**src/hw/rtl/tsvf_pkg.sv**
```systemverilog
// Package for the trapezoidal state-variable filter: default sizes, register map,
// control word type and the microprogram that drives the datapath.
// No dependencies; every other file of the block imports it.
`default_nettype none

package tsvf_pkg;

    localparam int SAMPLE_BITS_DEF    = 24;
    localparam int COEF_FRAC_BITS_DEF = 22;
    localparam int STATE_BITS_DEF     = 32;

    // Damping reset of about 1.414 in a format with 22 fractional bits.
    localparam int          K_RESET_FRAC = 22;
    localparam logic [63:0] K_RESET_RAW  = 64'd5931642;

    localparam int APB_ADDR_W = 4;
    localparam int APB_DATA_W = 32;

    localparam logic [1:0] REG_A1 = 2'd0;
    localparam logic [1:0] REG_A2 = 2'd1;
    localparam logic [1:0] REG_A3 = 2'd2;
    localparam logic [1:0] REG_K  = 2'd3;

    localparam logic [1:0] COND_NONE     = 2'd0;
    localparam logic [1:0] COND_WAIT_IN  = 2'd1;
    localparam logic [1:0] COND_WAIT_OUT = 2'd2;

    localparam logic [1:0] COEF_A1 = 2'd0;
    localparam logic [1:0] COEF_A2 = 2'd1;
    localparam logic [1:0] COEF_A3 = 2'd2;
    localparam logic [1:0] COEF_K  = 2'd3;

    localparam logic [1:0] OPND_IC1 = 2'd0;
    localparam logic [1:0] OPND_V3  = 2'd1;
    localparam logic [1:0] OPND_V1  = 2'd2;

    localparam logic [1:0] ACC_HOLD = 2'd0;
    localparam logic [1:0] ACC_LOAD = 2'd1;
    localparam logic [1:0] ACC_ADD  = 2'd2;

    localparam int STEP_W = 3;

    localparam logic [STEP_W-1:0] STEP_IDLE  = 3'd0;
    localparam logic [STEP_W-1:0] STEP_V3    = 3'd1;
    localparam logic [STEP_W-1:0] STEP_MUL   = 3'd2;
    localparam logic [STEP_W-1:0] STEP_ACC1  = 3'd3;
    localparam logic [STEP_W-1:0] STEP_V1    = 3'd4;
    localparam logic [STEP_W-1:0] STEP_ACC2  = 3'd5;
    localparam logic [STEP_W-1:0] STEP_V2    = 3'd6;
    localparam logic [STEP_W-1:0] STEP_FIN   = 3'd7;

    typedef struct packed {
        logic [1:0] cond;
        logic       jump;
        logic [1:0] coef_sel;
        logic [1:0] opnd_sel;
        logic [1:0] acc_op;
        logic       wr_v3;
        logic       wr_v1;
        logic       wr_v2;
        logic       wr_fin;
    } ctrl_t;

    // The product selected in one step is ready in the product register in the next.
    function automatic ctrl_t ucode_rom(input logic [STEP_W-1:0] step);
        ctrl_t w;
        begin
            w = '0;
            case (step)
                STEP_IDLE:
                begin
                    w.cond     = COND_WAIT_IN;
                    w.coef_sel = COEF_A1;
                    w.opnd_sel = OPND_IC1;
                end
                STEP_V3:
                begin
                    w.wr_v3    = 1'b1;
                    w.acc_op   = ACC_LOAD;
                    w.coef_sel = COEF_A1;
                    w.opnd_sel = OPND_IC1;
                end
                STEP_MUL:
                begin
                    w.coef_sel = COEF_A2;
                    w.opnd_sel = OPND_V3;
                end
                STEP_ACC1:
                begin
                    w.acc_op   = ACC_ADD;
                    w.coef_sel = COEF_A2;
                    w.opnd_sel = OPND_IC1;
                end
                STEP_V1:
                begin
                    w.wr_v1    = 1'b1;
                    w.acc_op   = ACC_LOAD;
                    w.coef_sel = COEF_A3;
                    w.opnd_sel = OPND_V3;
                end
                STEP_ACC2:
                begin
                    w.acc_op   = ACC_ADD;
                    w.coef_sel = COEF_K;
                    w.opnd_sel = OPND_V1;
                end
                STEP_V2:
                begin
                    w.wr_v2    = 1'b1;
                    w.acc_op   = ACC_LOAD;
                end
                STEP_FIN:
                begin
                    w.wr_fin   = 1'b1;
                    w.cond     = COND_WAIT_OUT;
                    w.jump     = 1'b1;
                end
                default:
                begin
                    w.jump     = 1'b1;
                end
            endcase
            return w;
        end
    endfunction

endpackage

`default_nettype wire

```
**src/hw/rtl/tsvf_sequencer.sv**
```systemverilog
// Step counter and microprogram lookup; issues one control word per cycle.
// Depends on tsvf_pkg for the control word type and the program table.
`default_nettype none

module tsvf_sequencer (
    input  wire logic            clk,
    input  wire logic            rst_n,
    input  wire logic            in_valid,
    output logic                 in_ready,
    input  wire logic            out_busy,
    output tsvf_pkg::ctrl_t      ctrl,
    output logic                 step_go
);
    import tsvf_pkg::*;

    logic [STEP_W-1:0] pc_reg;
    logic [STEP_W-1:0] pc_next;

    assign ctrl     = ucode_rom(pc_reg);
    assign in_ready = (ctrl.cond == COND_WAIT_IN);

    always_comb
    begin
        case (ctrl.cond)
            COND_WAIT_IN:  step_go = in_valid;
            COND_WAIT_OUT: step_go = ~out_busy;
            default:       step_go = 1'b1;
        endcase
    end

    always_comb
    begin
        if (!step_go)
            pc_next = pc_reg;
        else if (ctrl.jump)
            pc_next = STEP_IDLE;
        else
            pc_next = pc_reg + STEP_W'(1);
    end

    always_ff @(posedge clk or negedge rst_n)
    begin
        if (!rst_n)
            pc_reg <= STEP_IDLE;
        else
            pc_reg <= pc_next;
    end

`ifndef SYNTHESIS
    a_ready_at_idle: assert property (@(posedge clk) disable iff (!rst_n)
        in_ready |-> (pc_reg == STEP_IDLE))
        else $error("input ready outside the idle step");

    a_one_item: assert property (@(posedge clk) disable iff (!rst_n)
        (in_valid && in_ready) |=> !in_ready)
        else $error("second sample taken while one is in progress");

    a_hold_result: assert property (@(posedge clk) disable iff (!rst_n)
        (ctrl.cond == COND_WAIT_OUT && out_busy) |=> (pc_reg == STEP_FIN))
        else $error("final step left while the output register is full");
`endif

endmodule

`default_nettype wire

```
**config.mk**
```make
export PLATFORM = sky130hd
export DESIGN_NAME = tsvf_sequencer
export DESIGN_NICKNAME = d
export VERILOG_FILES = /design/src/hw/rtl/tsvf_pkg.sv /design/src/hw/rtl/tsvf_sequencer.sv
export SDC_FILE = /design/constraint.sdc
export NUM_CORES = 1
export LEC_CHECK = 0
export ABC_AREA = 1
export BUFFER_PORTS_ARGS = -buffer_cell sky130_fd_sc_hd__buf_2
export CAP_MARGIN = 20
export CORE_AREA = 2 2 39 41
export DETAILED_ROUTE_END_ITERATION = 7
export DIE_AREA = 0 0 41 43
export PLACE_DENSITY_LB_ADDON = 0.25
export SYNTH_ARGS = -nofsm -noshare
export SYNTH_HDL_FRONTEND = slang
export SYNTH_SLANG_ARGS = --single-unit
export TNS_END_PERCENT = 5
```
**constraint.sdc**
```tcl
create_clock -name clk -period 1.6 [get_ports clk]
set_clock_uncertainty 0.2 [all_clocks]
set_input_delay 0.24 -clock clk [delete_from_list [all_inputs] [get_ports clk]]
set_output_delay 0.24 -clock clk [all_outputs]
set_load 0.1 [all_outputs]
```
# Word-level counts from Yosys, hierarchy flattened
# Index checks and enable logic that the tools add are counted.
[word_totals] out_inout_bits=15 memories=0 latch_bits=0 elab_cells=24 mem_bits_ro=0 register_bits=3 mem_bits_rw=0
[op_classes] n_div=0 bitwise=1 n_eq_ne=9 mul=0 muxes=9 n_shift=0 order_cmp=0 reduce_logical=3 n_addsub=1
[op_table] cell="one-hot mux 4 bit (4 select lines)" count=1
[op_table] cell="equality test 3 bit (second input constant)" count=4
[op_table] cell="one-hot mux 2 bit (2 select lines)" count=2
[op_table] cell="equality test 3 x 2 -> 1 bit (second input constant)" count=2
[op_table] cell="two-way mux 1 bit" count=4
[op_table] cell="adder 3 x 1 -> 3 bit (second input constant)" count=1
[op_table] cell="equality test 3 x 1 -> 1 bit (second input constant)" count=1
[op_table] cell="zero test 3 bit" count=1
[op_table] cell="two-way mux 3 bit" count=1
[op_table] cell="OR reduction 3 bit" count=1
[op_table] cell="equality test 2 x 1 -> 1 bit (second input constant)" count=1
[op_table] cell="equality test 2 bit (second input constant)" count=1
[op_table] cell="one-hot mux 1 bit (2 select lines)" count=1
[op_table] cell="OR reduction 2 bit" count=1
[op_table] cell="inverter 1 bit" count=1

# Depth between registers and ports, before layout
# Gate-level depths: netlist of the first run.
[logic_depth] depth_word=4 mapped_depth=8

# Worst setup path after synthesis of the first run
# Ideal clock, no wire load.
[synth_path] path_type="register -> output" start="register pc_reg[0]" end="output in_ready" required_ns=1.160 stages_incl_launch_ff=4 path_buffers=0 slack_ns=-1.498 arrival_ns=2.658 path_cell_list="dfrtp_1 ha_1 ha_1 nor2_1"
[synth_via] elab_chain_cells=3
[synth_rtl] item="start: declaration" line_no="tsvf_sequencer.sv:16" source="logic [STEP_W-1:0] pc_reg;"
[synth_rtl] item="start signal: assignment" line_no="tsvf_sequencer.sv:46" source="pc_reg <= pc_next;"
[synth_rtl] item="equality test 3 bit / zero test 3 bit (equally long branches)" line_no="tsvf_pkg.sv:69" source="case (step)"
[synth_rtl] item="one-hot mux 2 bit (2 select lines) *" line_no="tsvf_pkg.sv:69"
[synth_rtl] item="equality test 2 x 1 -> 1 bit *" line_no="tsvf_sequencer.sv:20" source="assign in_ready = (ctrl.cond == COND_WAIT_IN);"
[synth_rtl] item="end: declaration" line_no="tsvf_sequencer.sv:9" source="output logic in_ready,"
# Mark *: on every way between the ends. The rest lies on a longest branch, timed or not.

# Worst setup path after layout of the first run
[layout_path] start="register pc_reg[1]" end="output step_go"
[layout_via] elab_chain_cells=4
[layout_rtl] item="equality test 3 bit / zero test 3 bit (equally long branches)" line_no="tsvf_pkg.sv:69"
[layout_rtl] item="one-hot mux 2 bit (2 select lines) *" line_no="tsvf_pkg.sv:69"
[layout_rtl] item="equality test 2 bit / equality test 2 x 1 -> 1 bit (equally long branches)" line_no="tsvf_sequencer.sv:24" source="case (ctrl.cond)"
[layout_rtl] item="one-hot mux 1 bit (2 select lines) *" line_no="tsvf_sequencer.sv:24"
[layout_rtl] item="end: declaration" line_no="tsvf_sequencer.sv:12" source="output logic step_go"
# Marks and branches as above.

==> results of run 1 <==
-- path summary, 6_finish.rpt --
check                           depth (start not counted)  slack [ns]        end  startpoint
worst min-delay path                                    2        0.13  pc_reg[1]       rst_n
worst max-delay path                                    6       -0.28    step_go   pc_reg[1]
max in group asynchronous                               2        0.95  pc_reg[0]       rst_n
worst max register to register                          8       -0.11  pc_reg[0]   pc_reg[1]
worst min register to register                          4        0.51  pc_reg[0]   pc_reg[0]
min in group clk                                        6        0.37  pc_reg[1]    in_valid
-- logic make-up after synthesis --
| logic type | after synthesis | share of synthesized area, % |
|---|---|---|
| simple gates | 27 | 41.0 |
| fa+ha+maj | 6 | 20.7 |
| flops | 3 | 20.7 |
| buf+inv | 15 | 17.6 |
-- cells in the final DEF, fill, tap and decap left out --
| cell | instances |
|---|---|
| inv_2 | 5 |
| clkinv_1 | 1 |
| nand3_2 | 1 |
| clkinvlp_4 | 2 |
| clkbuf_4 | 3 |
| dfrtp_1 | 2 |
| nand2_1 | 8 |
| nand3_4 | 1 |
| buf_4 | 15 |
| nor2_1 | 1 |
| clkbuf_1 | 1 |
| buf_12 | 15 |
| nand3_1 | 2 |
| inv_1 | 5 |
| ha_4 | 3 |
| nand2_8 | 1 |
| ha_1 | 1 |
| nand2_2 | 5 |
| buf_2 | 3 |
| dfrtp_2 | 1 |
| nor2_4 | 1 |
| nand2_4 | 6 |
| dlygate4sd3_1 | 1 |
| ha_2 | 2 |
| nand4_4 | 1 |
-- final cells by class --
class,count,area [sq um],share of cell area (%)
multi-input combinational,33,340,35.6
clock buffer,4,26.3,2.75
inverter,13,56.3,5.88
tap,16,20.0,2.09
sequential,3,76.3,7.97
timing repair buffer,34,438,45.8
-- routing by layer --
layer  vias to the layer above  GRT usage (%)  share of wire, %
met2                        11           26.6                62
met3                         2           2.09               3.5
met5                         -              0                 0
met4                         0           6.00              0.65
li1                        219              -                 -
met1                       196           14.8                34
-- what timing repair did --
action / in CTS / in global routing
endpoints found under the setup margin: 18 / 18
hold buffers: 1 / 0
pin swaps: 6 / 4
hold endpoints to repair: 3 / 0
gates cloned: 0 / 0
buffers inserted: 4 / 2
resized for setup: 9 / 6
-- metrics by stage --
stage          area (sq um)  worst slack, ns  hold WS, ns  std cells  utilization [%]
5_1_grt                 957           -0.329        0.129        103             69.2
3_3_place_gp            832          -0.0828       -0.165         92             60.1
2_1_floorplan           444           -0.233       -0.256         51                -
4_1_cts                 921           -0.312        0.124        101             66.5
6_report                957           -0.281        0.132        103             69.2
3_5_place_dp            832           -0.113       -0.162         92             60.1
-- worst max-delay path: cells and delay by family (launching register included) --
family	cells	cell delay, ns
buffers and inverters	2	0.22
DFF	1	0.41
adders and majority gates	2	0.37
and+or+nand+nor	2	0.19
==> run metrics, run 1 <==
clk buf depth 2; vias in the first global route 434; final worst slack -0.281 ns; CTS tree built; Rel. slew slack 86.2%; final WL 1070 microns; Crit path required time 1.16 ns; post-DP HPWL 793 microns; H-tree Lvls 1; CP most frequent cell ha_4; type of the worst setup path reg -> out; initial drt markers 3; antenna cell count 0; CP arrival 1.44 ns; crit path time final 1.88 ns; IO Pins 19; syn_area_per_cell 7.11 sq um; vias 428; Critical Path Max Stage Delay 0.41 ns; RSZ-0062 raised after global routing yes; post-synthesis cell area 363 sq um; drt drc 0; P&R area growth vs syn 164%; crit start category flop; Die Span X 41 microns; Synth top cells by count nand2_1 (16), inv_1 (11), ha_1 (6); GR Overflow Total 0; Finish-stage setup viols 17; failing checks negative setup slack; cell type with the largest total area after synthesis dfrtp_1; Max-Cap Viols 0; actual slew at the worst max-slew pin 0.206 ns; synth warn 0; Reg clk slew, reported paths 0.04 ns; crit path max fanout 5; chip height 43 microns; initial antenna violation count 0; top post-synthesis cells by area dfrtp_1 (21%), ha_1 (21%), nand2_1 (17%); port bufs 18; fmax 532 MHz; Sinks on Clock Net 3; worst hold path class in -> async; ys async rst share 100%; Initial Util 26.2%; nets 98; number of flip-flops in the largest register 3; share of cells above drive strength 1 74.7%; most numerous cell in the Yosys netlist nand2_1; Routed WL per cell 10.4 microns; CP max stage cell dfrtp_1; core area 1380 sq um; Clk Latency, worst-skew pair 0.23 ns; first-pass GRT wire length 1730 microns; crit-path cells ha_4 -> ha_4 -> inv_2 -> nand4_4 -> nand2_8 -> buf_12; CP endpoint kind output pin; post-route ant nets 0; # fillers 101; Global Route Usage Sum 14.5%; Core Rows 14; Placer Congestion 0.736; proportion of netlist area held by the largest area contributor 20.7%; drt via density 4.16; CTS buffer count 3; Main synth FF type dfrtp_1; clk root buf clkbuf_4; Final Max Slew Viols 0; post-synth cell types 12; crit share post-route 118%; Pre-antenna DRT Iters 2; Hold Fails Final Rpt 0; FF+latch count, synth 3; post-synthesis cell count 51; Mapped Nets 61; Setup TNS -3.18 ns; number of synthesized flops with an enable pin 0; largest net degree at the start of global routing 6; status complete, but fails checks; die area 1760 sq um; sequential area share after synthesis 20.7%
Power of run 1 is left out: the tool's default activity adds up to more than one toggle a clock period on the data nets, which glitch-free logic cannot reach.
==> inputs of run 2 (changes only) <==
Settings changed: ABC_AREA 1 to 0.
==> run 2 against run 1 <==
  * The run still ends with negative setup slack left
  * Area after synthesis is 10% lower
  * Synthesized cell count is 31% lower
  * Non-clock buffer count is 5 higher
  * Sequential share of layout area is 0.35 points higher
  * Die area stayed put
  * Global-route usage is 1.9 points lower
  * Via count is 12% lower
  * Count of clock-buffer cells in the layout stayed put
  * Setup slack worse by 0.20 ns
  * Critical path type unchanged
==> run metrics, run 2 <==
status complete, but fails checks; failing checks negative setup slack; core area 1380 sq um; first-pass GRT wire length 1490 microns; antenna cell count 0; Global Route Usage Sum 12.6%; proportion of netlist area held by the largest area contributor 23.0%; chip height 43 microns; crit start category flop; Hold Fails Final Rpt 0; most common cell after layout, fill and taps aside buf_4; Crit path required time 1.16 ns; Synth top cells by count ha_1 (6), inv_1 (4), nand2b_1 (4); final WL 909 microns; post-synth cell types 18; fmax 480 MHz; vias 376; sequential area share after synthesis 23.0%; Die Span X 41 microns; clk buf depth 2; die area 1760 sq um; Main synth FF type dfrtp_1; crit path time final 2.08 ns; nets 87; Placer Congestion 0.688; vias in the first global route 369; post-synthesis cell area 327 sq um; Clk Latency, worst-skew pair 0.23 ns; drt drc 0; Placed Instances 83; drt via density 4.09; RSZ-0062 raised after global routing yes; crit path max fanout 4; final core utilization 67.4%; FF+latch count, synth 3; initial antenna violation count 0; worst hold path class in -> async; Sinks on Clock Net 3; Routed WL per cell 9.88 microns; ys async rst share 100%; Finish-stage setup viols 18; Rel. slew slack 86.6%; type of the worst setup path reg -> out; port bufs 18; Final Max Slew Viols 0; Reg clk slew, reported paths 0.04 ns; GR Overflow Total 0; Finished Layout Cells 92; cell type with the largest total area after synthesis dfrtp_1; post-DP HPWL 703 microns; Initial Util 23.6%; P&R area growth vs syn 185%; share of cells above drive strength 1 88.2%; largest net degree at the start of global routing 7; top post-synthesis cells by area dfrtp_1 (23%), ha_1 (23%), mux2_4 (9.2%); IO Pins 19; post-route ant nets 0; Core Rows 14; Mapped Nets 45; number of synthesized flops with an enable pin 0; Pre-antenna DRT Iters 1; H-tree Lvls 1; Max-Cap Viols 0; CTS tree built; final worst slack -0.484 ns; CP arrival 1.64 ns; Setup TNS -5.46 ns; initial drt markers 0; clk root buf clkbuf_4; CTS buffer count 3; most frequent cells in the layout buf_4 (16), buf_12 (13), buf_6 (6); post-synthesis cell count 35; crit share post-route 130%; most numerous cell in the Yosys netlist ha_1; actual slew at the worst max-slew pin 0.201 ns; CP endpoint kind output pin; synth warn 0; number of flip-flops in the largest register 3; syn_area_per_cell 9.33 sq um
[run 2: cell types whose count changed in the layout (fill, tap and decap cells not counted), sizes merged, moves of 3 or more]
cell,before,now
nand2b,0,4
buf,33,38
nand2,20,1
nand3,4,1
inv,10,3
and2,0,3
[run 2: repair_timing]
action	CTS	global route
setup buffers	4	0
gates cloned	0	0
resized for setup	29	4
endpoints found under the hold margin	3	0
setup endpoints to repair	18	18
pin swaps	4	4
hold buffers	1	0
[run 2: kinds of logic after synthesis]
| family | synth area share, % |
|---|---|
| AND/OR/NAND/NOR | 30.6 |
| buffers and inverters | 9.19 |
| adder cells (fa/ha/maj) | 23.0 |
| flip-flops | 23.0 |
| AO/OA/AOI/OAI | 4.98 |
| multiplexers | 9.20 |
[run 2: area by class of cell]
type	count	area (sq um)
tap	16	20.0
fill	94	452
multi-input combinational	26	317
sequential	3	77.6
clock buffer	4	26.3
inverter	4	18.8
timing repair buffer	39	473
[run 2: per-stage QoR]
stage                     worst slack [ns]  hold WS, ns  cell area, sq um
after CTS                           -0.494        0.127               912
after global routing                -0.528        0.157               932
after floorplan                     -0.746       -0.256               374
after global placement              -0.352       -0.164               754
final                               -0.484        0.130               932
after detailed placement            -0.375       -0.160               754
[run 2: final timing paths]
path	startpoint	to	slack, ns	cells after the start
max in group asynchronous	rst_n	pc_reg[0]	0.95	2
min in group clk	out_busy	pc_reg[2]	0.18	4
hold / removal	rst_n	pc_reg[1]	0.13	2
setup / recovery	pc_reg[0]	step_go	-0.48	6
hold reg to reg	pc_reg[1]	pc_reg[1]	0.56	3
setup reg to reg	pc_reg[0]	pc_reg[0]	-0.33	6
[run 2: metal layers]
layer | share of wire [%] | wire (microns) | GRT usage, % | up-vias
li1 | - | - | - | 193
met1 | 33 | 300 | 13.4 | 169
met2 | 61 | 552 | 22.5 | 14
met3 | 6.2 | 56 | 1.57 | 0
met4 | 0 | 0 | 6.00 | 0
met5 | 0 | 0 | 0 | -
[run 2: worst max-delay path, cell delays in order, from the launching register on]
cell        delay (ns)
dfrtp_2           0.44
ha_4              0.19
ha_4              0.16
nand2b_4          0.13
a32o_2            0.24
clkinvlp_4        0.08
buf_12            0.16
Power of run 2 is left out for the same reason.
