===== src/hw/rtl/tsvf_pkg.sv =====
// Package for the trapezoidal state-variable filter: default sizes, register map,
// control word type and the microprogram that drives the datapath.
// No dependencies; every other file of the block imports it.
`default_nettype none

package tsvf_pkg;

    localparam int SAMPLE_BITS_DEF    = 24;
    localparam int COEF_FRAC_BITS_DEF = 22;
    localparam int STATE_BITS_DEF     = 32;

    // Damping reset of about 1.414 in a format with 22 fractional bits.
    localparam int          K_RESET_FRAC = 22;
    localparam logic [63:0] K_RESET_RAW  = 64'd5931642;

    localparam int APB_ADDR_W = 4;
    localparam int APB_DATA_W = 32;

    localparam logic [1:0] REG_A1 = 2'd0;
    localparam logic [1:0] REG_A2 = 2'd1;
    localparam logic [1:0] REG_A3 = 2'd2;
    localparam logic [1:0] REG_K  = 2'd3;

    localparam logic [1:0] COND_NONE     = 2'd0;
    localparam logic [1:0] COND_WAIT_IN  = 2'd1;
    localparam logic [1:0] COND_WAIT_OUT = 2'd2;

    localparam logic [1:0] COEF_A1 = 2'd0;
    localparam logic [1:0] COEF_A2 = 2'd1;
    localparam logic [1:0] COEF_A3 = 2'd2;
    localparam logic [1:0] COEF_K  = 2'd3;

    localparam logic [1:0] OPND_IC1 = 2'd0;
    localparam logic [1:0] OPND_V3  = 2'd1;
    localparam logic [1:0] OPND_V1  = 2'd2;

    localparam logic [1:0] ACC_HOLD = 2'd0;
    localparam logic [1:0] ACC_LOAD = 2'd1;
    localparam logic [1:0] ACC_ADD  = 2'd2;

    localparam int STEP_W = 3;

    localparam logic [STEP_W-1:0] STEP_IDLE  = 3'd0;
    localparam logic [STEP_W-1:0] STEP_V3    = 3'd1;
    localparam logic [STEP_W-1:0] STEP_MUL   = 3'd2;
    localparam logic [STEP_W-1:0] STEP_ACC1  = 3'd3;
    localparam logic [STEP_W-1:0] STEP_V1    = 3'd4;
    localparam logic [STEP_W-1:0] STEP_ACC2  = 3'd5;
    localparam logic [STEP_W-1:0] STEP_V2    = 3'd6;
    localparam logic [STEP_W-1:0] STEP_FIN   = 3'd7;

    typedef struct packed {
        logic [1:0] cond;
        logic       jump;
        logic [1:0] coef_sel;
        logic [1:0] opnd_sel;
        logic [1:0] acc_op;
        logic       wr_v3;
        logic       wr_v1;
        logic       wr_v2;
        logic       wr_fin;
    } ctrl_t;

    // The product selected in one step is ready in the product register in the next.
    function automatic ctrl_t ucode_rom(input logic [STEP_W-1:0] step);
        ctrl_t w;
        begin
            w = '0;
            case (step)
                STEP_IDLE:
                begin
                    w.cond     = COND_WAIT_IN;
                    w.coef_sel = COEF_A1;
                    w.opnd_sel = OPND_IC1;
                end
                STEP_V3:
                begin
                    w.wr_v3    = 1'b1;
                    w.acc_op   = ACC_LOAD;
                    w.coef_sel = COEF_A1;
                    w.opnd_sel = OPND_IC1;
                end
                STEP_MUL:
                begin
                    w.coef_sel = COEF_A2;
                    w.opnd_sel = OPND_V3;
                end
                STEP_ACC1:
                begin
                    w.acc_op   = ACC_ADD;
                    w.coef_sel = COEF_A2;
                    w.opnd_sel = OPND_IC1;
                end
                STEP_V1:
                begin
                    w.wr_v1    = 1'b1;
                    w.acc_op   = ACC_LOAD;
                    w.coef_sel = COEF_A3;
                    w.opnd_sel = OPND_V3;
                end
                STEP_ACC2:
                begin
                    w.acc_op   = ACC_ADD;
                    w.coef_sel = COEF_K;
                    w.opnd_sel = OPND_V1;
                end
                STEP_V2:
                begin
                    w.wr_v2    = 1'b1;
                    w.acc_op   = ACC_LOAD;
                end
                STEP_FIN:
                begin
                    w.wr_fin   = 1'b1;
                    w.cond     = COND_WAIT_OUT;
                    w.jump     = 1'b1;
                end
                default:
                begin
                    w.jump     = 1'b1;
                end
            endcase
            return w;
        end
    endfunction

endpackage

`default_nettype wire


===== src/hw/rtl/tsvf_cfg_regs.sv =====
// APB register file holding the filter coefficients a1, a2, a3 and the damping k.
// Depends on tsvf_pkg for the register map and reset values.
`default_nettype none

module tsvf_cfg_regs #(
    parameter int COEF_FRAC_BITS = tsvf_pkg::COEF_FRAC_BITS_DEF
) (
    input  wire logic                            clk,
    input  wire logic                            rst_n,
    input  wire logic                            psel,
    input  wire logic                            penable,
    input  wire logic                            pwrite,
    input  wire logic [tsvf_pkg::APB_ADDR_W-1:0] paddr,
    input  wire logic [tsvf_pkg::APB_DATA_W-1:0] pwdata,
    output logic      [tsvf_pkg::APB_DATA_W-1:0] prdata,
    output logic                                 pready,
    output logic      [COEF_FRAC_BITS:0]         coef_a1,
    output logic      [COEF_FRAC_BITS:0]         coef_a2,
    output logic      [COEF_FRAC_BITS:0]         coef_a3,
    output logic      [COEF_FRAC_BITS+1:0]       damping_k
);
    import tsvf_pkg::*;

    localparam int F = COEF_FRAC_BITS;
    localparam logic [63:0] K_RST_L = (F >= K_RESET_FRAC) ?
        (K_RESET_RAW << (F - K_RESET_FRAC)) : (K_RESET_RAW >> (K_RESET_FRAC - F));
    localparam logic [F+1:0] K_RESET  = K_RST_L[F+1:0];
    localparam logic [F:0]   A1_RESET = {1'b1, {F{1'b0}}};

    logic [F:0]   a1_reg;
    logic [F:0]   a2_reg;
    logic [F:0]   a3_reg;
    logic [F+1:0] k_reg;
    logic [1:0]   reg_idx;
    logic         wr_en;

    assign reg_idx = paddr[APB_ADDR_W-1:2];
    assign pready  = 1'b1;
    assign wr_en   = psel & penable & pwrite & pready;

    always_ff @(posedge clk or negedge rst_n)
    begin
        if (!rst_n)
        begin
            a1_reg <= A1_RESET;
            a2_reg <= '0;
            a3_reg <= '0;
            k_reg  <= K_RESET;
        end
        else if (wr_en)
        begin
            case (reg_idx)
                REG_A1:  a1_reg <= pwdata[F:0];
                REG_A2:  a2_reg <= pwdata[F:0];
                REG_A3:  a3_reg <= pwdata[F:0];
                REG_K:   k_reg  <= pwdata[F+1:0];
                default: ;
            endcase
        end
    end

    always_comb
    begin
        case (reg_idx)
            REG_A1:  prdata = APB_DATA_W'(a1_reg);
            REG_A2:  prdata = APB_DATA_W'(a2_reg);
            REG_A3:  prdata = APB_DATA_W'(a3_reg);
            REG_K:   prdata = APB_DATA_W'(k_reg);
            default: prdata = '0;
        endcase
    end

    assign coef_a1   = a1_reg;
    assign coef_a2   = a2_reg;
    assign coef_a3   = a3_reg;
    assign damping_k = k_reg;

endmodule

`default_nettype wire


===== config.mk =====
export PLATFORM = sky130hd
export DESIGN_NAME = tsvf_cfg_regs
export DESIGN_NICKNAME = d
export VERILOG_FILES = /design/src/hw/rtl/tsvf_pkg.sv /design/src/hw/rtl/tsvf_cfg_regs.sv
export SDC_FILE = /design/constraint.sdc
export NUM_CORES = 1
export LEC_CHECK = 0
export BUFFER_PORTS_ARGS = -buffer_cell sky130_fd_sc_hd__buf_2
export CORE_ASPECT_RATIO = 1.4
export CORE_MARGIN = 4
export CORE_UTILIZATION = 44
export DETAILED_ROUTE_END_ITERATION = 6
export PLACE_DENSITY = 0.79
export SLEW_MARGIN = 20
export SYNTH_ARGS = -nofsm -noshare
export SYNTH_HDL_FRONTEND = slang
export SYNTH_SLANG_ARGS = --single-unit

===== constraint.sdc =====
create_clock -name clk -period 0.9 [get_ports clk]
set_input_delay 0 -clock clk [delete_from_list [all_inputs] [get_ports clk]]
set_output_delay 0 -clock clk [all_outputs]
set_load 0.005 [all_outputs]

# Yosys cells after proc, flatten, opt, wreduce, memory -nomap -nowiden
# Index checks and enable logic that the tools add are counted.
# totals
regBits,93
in_bits,41
word_cells,15
# classes
n_eq_ne,3
mux,1
bitwise_logic,2
n_reduce_logical,5
# op_table
op,count
32-bit case mux with 4 select lines,1
2-bit AND reduction,4
"2-bit equality test, second input constant",2
1-bit AND,2
"2-bit by 1-bit equality test with 1-bit output, second input constant",1
2-bit logical NOT,1

# Longest topological paths before layout
# Gate-level depths: netlist of the first run.
# logic_depth
word_depth,3
depth_mapped,5
mapped_depth_nobuf,3

# Worst setup path before layout of the first run
# OpenSTA, ideal clock, no wires.
# synth_timing
path_kind,input -> register
from,input port paddr[2] (netlist bit)
to,register a2_reg[10] (netlist: coef_a2[10])
t_arrival_ns,1.089
t_required_ns,0.775
setup_slack_ns,-0.314
cell_stages,5
cell_sequence,buf_4 or3b_1 buf_2 buf_6 mux2_4
# synth_via
elab_chain_len,2
# synth_lines
element,line_no,text
from (decl),tsvf_cfg_regs.sv:13,"input wire logic [tsvf_pkg::APB_ADDR_W-1:0] paddr,"
2-bit by 1-bit equality test with 1-bit output,tsvf_cfg_regs.sv:52,case (reg_idx)
2-bit AND reduction (no source line),n/a,
to (signal assigned),tsvf_cfg_regs.sv:54,REG_A2: a2_reg <= pwdata[F:0];
to (decl),tsvf_cfg_regs.sv:31,logic [F:0] a2_reg;
# Every way passes these cells.
# A chain may end at the register's enable or synchronous reset.

# Worst setup path after layout of the first run
# layout_timing
from,register a3_reg[19] (netlist: coef_a3[19])
to,output port prdata[19] (netlist bit)
# layout_via
elab_chain_len,1
# layout_lines
element,line_no,text
from (decl),tsvf_cfg_regs.sv:32,logic [F:0] a3_reg;
from (signal assigned),tsvf_cfg_regs.sv:55,REG_A3: a3_reg <= pwdata[F:0];
32-bit case mux with 4 select lines,tsvf_cfg_regs.sv:64,case (reg_idx)
to (decl),tsvf_cfg_regs.sv:15,"output logic [tsvf_pkg::APB_DATA_W-1:0] prdata,"
# Every way passes these cells. The select of a mux whose other input is x is not followed.

==> results of run 1 <==
-- critical path, cell delays in order, from the launching register on --
cell and delay [ns]:
sky130_fd_sc_hd__dfrtp_1 0.40, sky130_fd_sc_hd__mux4_2 0.48, sky130_fd_sc_hd__buf_2 0.16
-- worst max path at each step --
stage | startpoint | to | slack, ns
6_report | coef_a3[19] | prdata[19] | -0.47
5_1_grt | damping_k[16] | prdata[16] | -0.50
4_1_cts | coef_a3[4] | prdata[4] | -0.45
3_5_place_dp | pwrite | coef_a2[14] | -0.38
3_3_place_gp | pwrite | coef_a2[11] | -0.37
2_1_floorplan | paddr[3] | coef_a2[10] | -0.28
-- state kept, by name, indices dropped and copies added, names as in the netlist --
| signal | flops |
|---|---|
| damping_k | 24 |
| coef_a1 | 23 |
| coef_a2 | 23 |
| coef_a3 | 23 |
-- where the power goes --
group	internal [mW]	switching [mW]	leakage [nW]
combinational	5.67	2.43	2.60
sequential	5.26	0.760	1.12
clock	3.00	1.61	0.177
total	13.9	4.80	3.90
-- final cells by class --
type,count,area [sq um]
sequential,93,2342
fill,376,1189
tap,107,133.9
multi-input combinational,132,1957
clock inverter,6,133.9
timing repair buffer,307,3198
clock buffer,10,229.0
-- through the flow --
stage	hold slack [ns]	TNS [ns]	worst slack, ns	utilization
2_1_floorplan	-0.2956	-18.67	-0.2818	-
3_3_place_gp	-0.1163	-32.89	-0.3653	0.6283
3_5_place_dp	-0.1110	-34.63	-0.3767	0.6283
4_1_cts	0.07135	-20.44	-0.4538	0.8111
5_1_grt	0.1121	-29.05	-0.5004	0.8706
6_report	0.09171	-24.61	-0.4680	0.8706
-- repair_timing --
item	CTS	global route
endpoints found under the hold margin	175	0
cloned	5	2
endpoints found under the setup margin	136	195
setup buffers	20	56
gates resized for setup	183	112
pin swaps	2	3
hold buffers	25	0
-- layer usage --
metal | global-route usage | up-vias | wire, um
li1 | - | 1485 | -
met1 | 0.3029 | 1762 | 5721
met2 | 0.4742 | 128 | 8403
met3 | 0.05861 | 20 | 741
met4 | 0.06418 | 0 | 255
met5 | 0 | - | 0
-- synthesized netlist by cell type, drive strengths merged --
cell type,count,area [sq um]
nor3b,1,12.51
conb,2,7.510
clkbuf,2,7.510
buf,22,152.7
nor3,1,10.01
nand3,1,10.01
mux2,93,1122
nor2,1,3.750
or3b,1,8.760
dfrtp,81,2027
dfstp,12,315.3
mux4,23,518.0
nand2,1,3.750
and3,1,6.260
-- kinds of logic after synthesis --
logic type | Yosys count | share of synthesized area
simple gates | 7 | 0.01309
mux | 116 | 0.3901
flops | 93 | 0.5570
buf+inv | 24 | 0.03809
other cells | 2 | 0.001786
==> results summary, run 1 <==
For this design the static power due to leakage is 3.897 nW. The time the worst path needs with I/O delays and setup came out at 1.368 ns. The post-layout total power is between 15 and 20 mW.

The routed wire length is 15,120 um. After the first detailed-routing iteration, the DRC count stood at 112. The average instance in the mapped netlist occupies 17.38 sq um.

The area growth from synthesis to layout came out at 90.09%. TritonCTS built the clock tree. The number of iterations in the first detailed-routing pass came out at 4. The count of unique library cells instantiated by Yosys is 18.

The launching element type of the critical path is a flop. The clock-pin transition on the worst setup and hold timing paths came out at 0.06 ns. The number of placed cells counting well taps is ~580. In the routed design, unresolved DRC markers number 0. The flow ran to the end, but the final reports show violations. Input and output buffers added on the ports amount to 147. The checks that failed: negative setup slack. The initial utilization of the core area, before any placement, comes to 0.4580. Setup violations remaining at the end of the flow were counted as 177.

The worst hold path belongs to the class in -> async. The number of I/O pins came out at 167. Dividing the final minimum period by the clock period gives 1.520.

The tree built by TritonCTS fans out to 93 sinks. The top cell types in the final layout, fill and taps aside, are 206 x sky130_fd_sc_hd__buf_6, 81 x sky130_fd_sc_hd__dfrtp_1, 74 x sky130_fd_sc_hd__mux2_4. The worst clock skew is 0 ns.

The clock latency on the worst-skew pair is between 0.3 and 0.4 ns. The largest buffer count on any clock path is 2. The die height is 123.7 um. The filler-free cell count of the finished design came out at 655. The wire length of the first global-routing pass came out at 21,740 um. The worst register-to-register path begins at damping_k[16].

The via count of the first global-routing pass came out at 3,754. The number of nets with antenna violations after detailed routing is 0. Buffers inserted during clock tree synthesis total 9. The count of state elements after synthesis came out at 93.

The number of cells on the worst reg-to-reg path is 3. The critical path capture point type is an output port. For this run, the top clock speed supported by timing is 731.0 MHz. The antenna cell count came out at 0. The floorplan row count is 41. The required time of the critical path is 0.90 ns. The total standard cell area after synthesis is between 4000 and 5000 sq um. The region available for standard cell placement spans 9183 sq um. The final critical-path setup slack is -0.4680 ns.

Routability-driven placement finished with a final weighted congestion of around 0.79. The sequential-to-total area share from yosys stat came out at 0.5570. The master cell of the clock root buffer is sky130_fd_sc_hd__clkbuf_16. The initial antenna violation count came out at 0. The arrival time reported for the critical path endpoint is 1.37 ns. The count of H-tree levels built during CTS is 3.

The overall die width came out at 90.63 um. Across the run, the number of max-cap violations was 0. The layout net count is 584. The area of placed instances is a little under 6000 sq um. The total via count after detailed routing came out at 3,395. The synthesized instance count came out at 242. The fraction of layout instances using a drive strength above 1 came out at 0.7847. The leftover overflow at the end of global routing is 0. For flop-to-flop paths, the worst setup slack is -0.16 ns. The number of hold violations in the final report is 0.

In this run the critical register-to-register path is captured at damping_k[16]. The vias per cell came out at 5.183. The largest driver fanout on the critical path is 2. Once layout is done, the placed cells without fillers occupy 7994 sq um.

The setup path with the least slack is of type reg -> out. Dividing total power by cell area gives a power density of 2343 nW/um^2. Setup repair after global routing could not meet its margin everywhere.

Leaving out fill and tap cells, the most frequent cell in the layout is sky130_fd_sc_hd__buf_6. The Yosys step of the flow raised 0 warnings. Once detailed placement completed, the half-perimeter wirelength came to about 7600 um. The number of max-slew violations in the final report came out at 0. After detailed routing, the average wire length per cell comes to 23.08 um.

The floorplan step defined a die boundary enclosing around 11,000 sq um. The worst IR drop on VDD came out at about 1.7 mV. The global-route usage over all layers is 0.2565. Entering global routing, the biggest net connects 41 pins.
No activity file was read; power rests on OpenSTA's default activity.
==> run 2: changes to the inputs <==
Settings changed: PLACE_DENSITY 0.79 to 0.76.
==> run 2 against run 1 <==
  * The flow still finishes with violations (negative setup slack)
  * Core utilization decreased by 1.6 points
  * Power decreased by 0.75%
  * Cell count increased by 1.4%
  * Combinational power increased by 1%
  * Critical path depth unchanged
  * Maximum frequency decreased by 3.7%
  * Critical endpoint is now prdata[3]
==> results summary, run 2 (synthesis results as in run 1) <==
Outcome: finished, violations left (unchanged). Violated checks: negative setup slack (unchanged). RSZ-0062 raised after global routing: yes (unchanged). The number of cells on the worst reg-to-reg path came out at 4 (was 3). The antenna cell count is 0 (unchanged).

The area inside the core boundary is 9183 sq um (unchanged). The half-perimeter wire length after placement came out at 8311 um (was 7647 um). The final critical-path setup slack came out at -0.5208 ns (was -0.4680 ns). The number of I/O pins came to 167 (unchanged). The number of iterations in the first detailed-routing pass is 4 (unchanged). The worst-case setup slack after placement came to -0.4264 ns (was -0.3767 ns). The worst clock skew came out at 0 ns (unchanged). The floorplan row count came out at 41 (unchanged). The upper clock frequency limit came out at 703.8 MHz (was 731.0 MHz).

The last weighted congestion value of the routability-driven placer is 0.7768 (was 0.7869). The count of H-tree levels built during CTS came to 3 (unchanged). The reg-to-reg critical path startpoint is damping_k[18] (was damping_k[16]). The number of nets with antenna violations after detailed routing came out at 0 (unchanged). The worst IR drop on VDD came out at 1.430 mV (was 1.744 mV). The wire length of the first global-routing pass is 21,440 um (was 21,740 um). The max-cap violation count was 0 (unchanged). The reg-to-reg setup timing slack was -0.18 ns (was -0.16 ns). The vias per cell is 5.179 (was 5.183). The setup-violating endpoint count in the final report came out at 155 (was 177). Highest-count cells in the layout ignoring fill and taps: 224 x sky130_fd_sc_hd__buf_6, 81 x sky130_fd_sc_hd__dfrtp_1, 58 x sky130_fd_sc_hd__mux2_2 (was 206 x sky130_fd_sc_hd__buf_6, 81 x sky130_fd_sc_hd__dfrtp_1, 74 x sky130_fd_sc_hd__mux2_4). The number of placed cells counting well taps came out at 592 (was 577). The initial antenna violation count came out at 0 (unchanged). The number of hold violations in the final report came out at 0 (unchanged).

The number of CTS-inserted buffers came out at 9 (unchanged). The via count of the first global-routing pass was 3,815 (was 3,754). The clock tree from TritonCTS is built (unchanged).

The master cell of the clock root buffer is sky130_fd_sc_hd__clkbuf_16 (unchanged). The die height is 123.7 um (unchanged). The fraction of layout instances using a drive strength above 1 is 0.7864 (was 0.7847). The type of the tightest min-delay check is in -> async (unchanged). The number of fill cells in the layout is 409 (was 376). The number of design rule violations left after detail routing came out at 0 (unchanged).

The required time of the critical path came out at 0.90 ns (about the same). The global-route usage over all layers came out at 0.2487 (was 0.2565). The filler-free cell count of the finished design came to 664 (was 655).

The arrival time reported for the critical path endpoint came out at 1.42 ns (was 1.37 ns). The number of max-slew violations in the final report is 0 (unchanged). The area growth from synthesis to layout is 86.58% (was 90.09%). The reg-to-reg critical path endpoint is damping_k[18] (was damping_k[16]). The time the worst path needs with I/O delays and setup was 1.421 ns (was 1.368 ns).

The clock sink total was 93 (unchanged). The number of flip-flops in the largest register came to 24 (unchanged). The initial core utilization came to 0.4580 (unchanged). The routed wire length came out at 14,650 um (was 15,120 um). The clock-pin transition on the worst setup and hold timing paths came out at 0.06 ns (about the same). The largest buffer count on any clock path came to 2 (unchanged). The routed length per placed instance came out at 22.06 um (was 23.08 um). The leftover overflow at the end of global routing came to 0 (unchanged). The layout net count is 593 (was 584). The share of the clock period used by the worst path after layout came out at 1.579 (was 1.520). The power per unit of standard cell area came out at 2369 nW/um^2 (was 2343 nW/um^2).

The critical path capture point type is an output port (unchanged). The area of the die is 11,210 sq um (unchanged). The clock latency on the worst-skew pair came out at 0.33 ns (about the same). The total via count after detailed routing is 3,439 (was 3,395). The post-layout utilization of the core is 0.8545 (was 0.8706).

The post-layout total power is 18.59 mW (was 18.73 mW). The overall die width came out at 90.63 um (unchanged). The launching element type of the critical path is a flop (unchanged). The path type of the worst setup path is reg -> out (unchanged).

The most frequent standard cell in the layout excluding fill and tap cells is sky130_fd_sc_hd__buf_6 (unchanged). The iteration-0 DRC count of the detailed router is 142 (was 112). The leakage component of the power was 3.796 nW (was 3.897 nW). The largest driver fanout on the critical path is 2 (unchanged).

The maximum number of pins on one net before global-route repair came out at 50 (was 41). The total of buffers placed on input and output ports came out at 147 (unchanged).
==> run 2: repair_timing <==
item                                   in CTS  in global routing
hold buffers                               26                  0
gates resized for setup                   186                 77
setup endpoints to repair                 158                177
cloned                                      1                  0
endpoints found under the hold margin     186                  0
pin swaps                                   3                  2
buffers inserted                           34                 43
==> run 2: worst max path at each step <==
stage	startpoint	to	slack [ns]	cells past startpoint
4_1_cts	damping_k[12]	prdata[12]	-0.45	2
3_5_place_dp	pwrite	coef_a2[16]	-0.43	5
5_1_grt	coef_a3[3]	prdata[3]	-0.55	2
6_report	coef_a3[3]	prdata[3]	-0.52	2
3_3_place_gp	pwrite	coef_a2[4]	-0.39	5
2_1_floorplan	paddr[3]	coef_a2[10]	-0.28	5
==> run 2: per-layer routing <==
| metal | global-route usage | vias to the layer above | part of all wire |
|---|---|---|---|
| met5 | 0 | - | 0 |
| met4 | 0.06992 | 0 | 0.022 |
| met3 | 0.05861 | 26 | 0.052 |
| met2 | 0.4524 | 134 | 0.55 |
| met1 | 0.2956 | 1771 | 0.37 |
| li1 | - | 1508 | - |
==> run 2: metrics by stage <==
step	hold slack [ns]	instance area, sq um	setup TNS [ns]
2_1_floorplan	-0.2956	4274	-18.67
5_1_grt	0.2277	7846	-27.45
6_report	0.2042	7846	-22.03
3_5_place_dp	-0.1932	5844	-38.06
3_3_place_gp	-0.1922	5844	-34.65
4_1_cts	0.2042	7411	-17.33
==> run 2: report_power, final <==
| group | switching [mW] | leakage [nW] | internal (mW) |
|---|---|---|---|
| registers | 0.789 | 1.12 | 5.26 |
| logic | 2.47 | 2.51 | 5.74 |
| clock network | 1.55 | 0.167 | 2.79 |
==> run 2: critical path, stage by stage, from the launching register on <==
cell and delay (ns):
sky130_fd_sc_hd__dfrtp_1 0.42, sky130_fd_sc_hd__mux4_2 0.51, sky130_fd_sc_hd__buf_2 0.16
==> run 2: area by class of cell <==
class | instances | area, sq um | share of cell area
Clock buffer | 12 | 246.5 | 0.03141
Clock inverter | 4 | 95.09 | 0.01212
Multi-Input combinational cell | 132 | 1821 | 0.2320
Sequential cell | 93 | 2342 | 0.2985
Tap cell | 107 | 133.9 | 0.01706
Timing Repair Buffer | 316 | 3208 | 0.4089
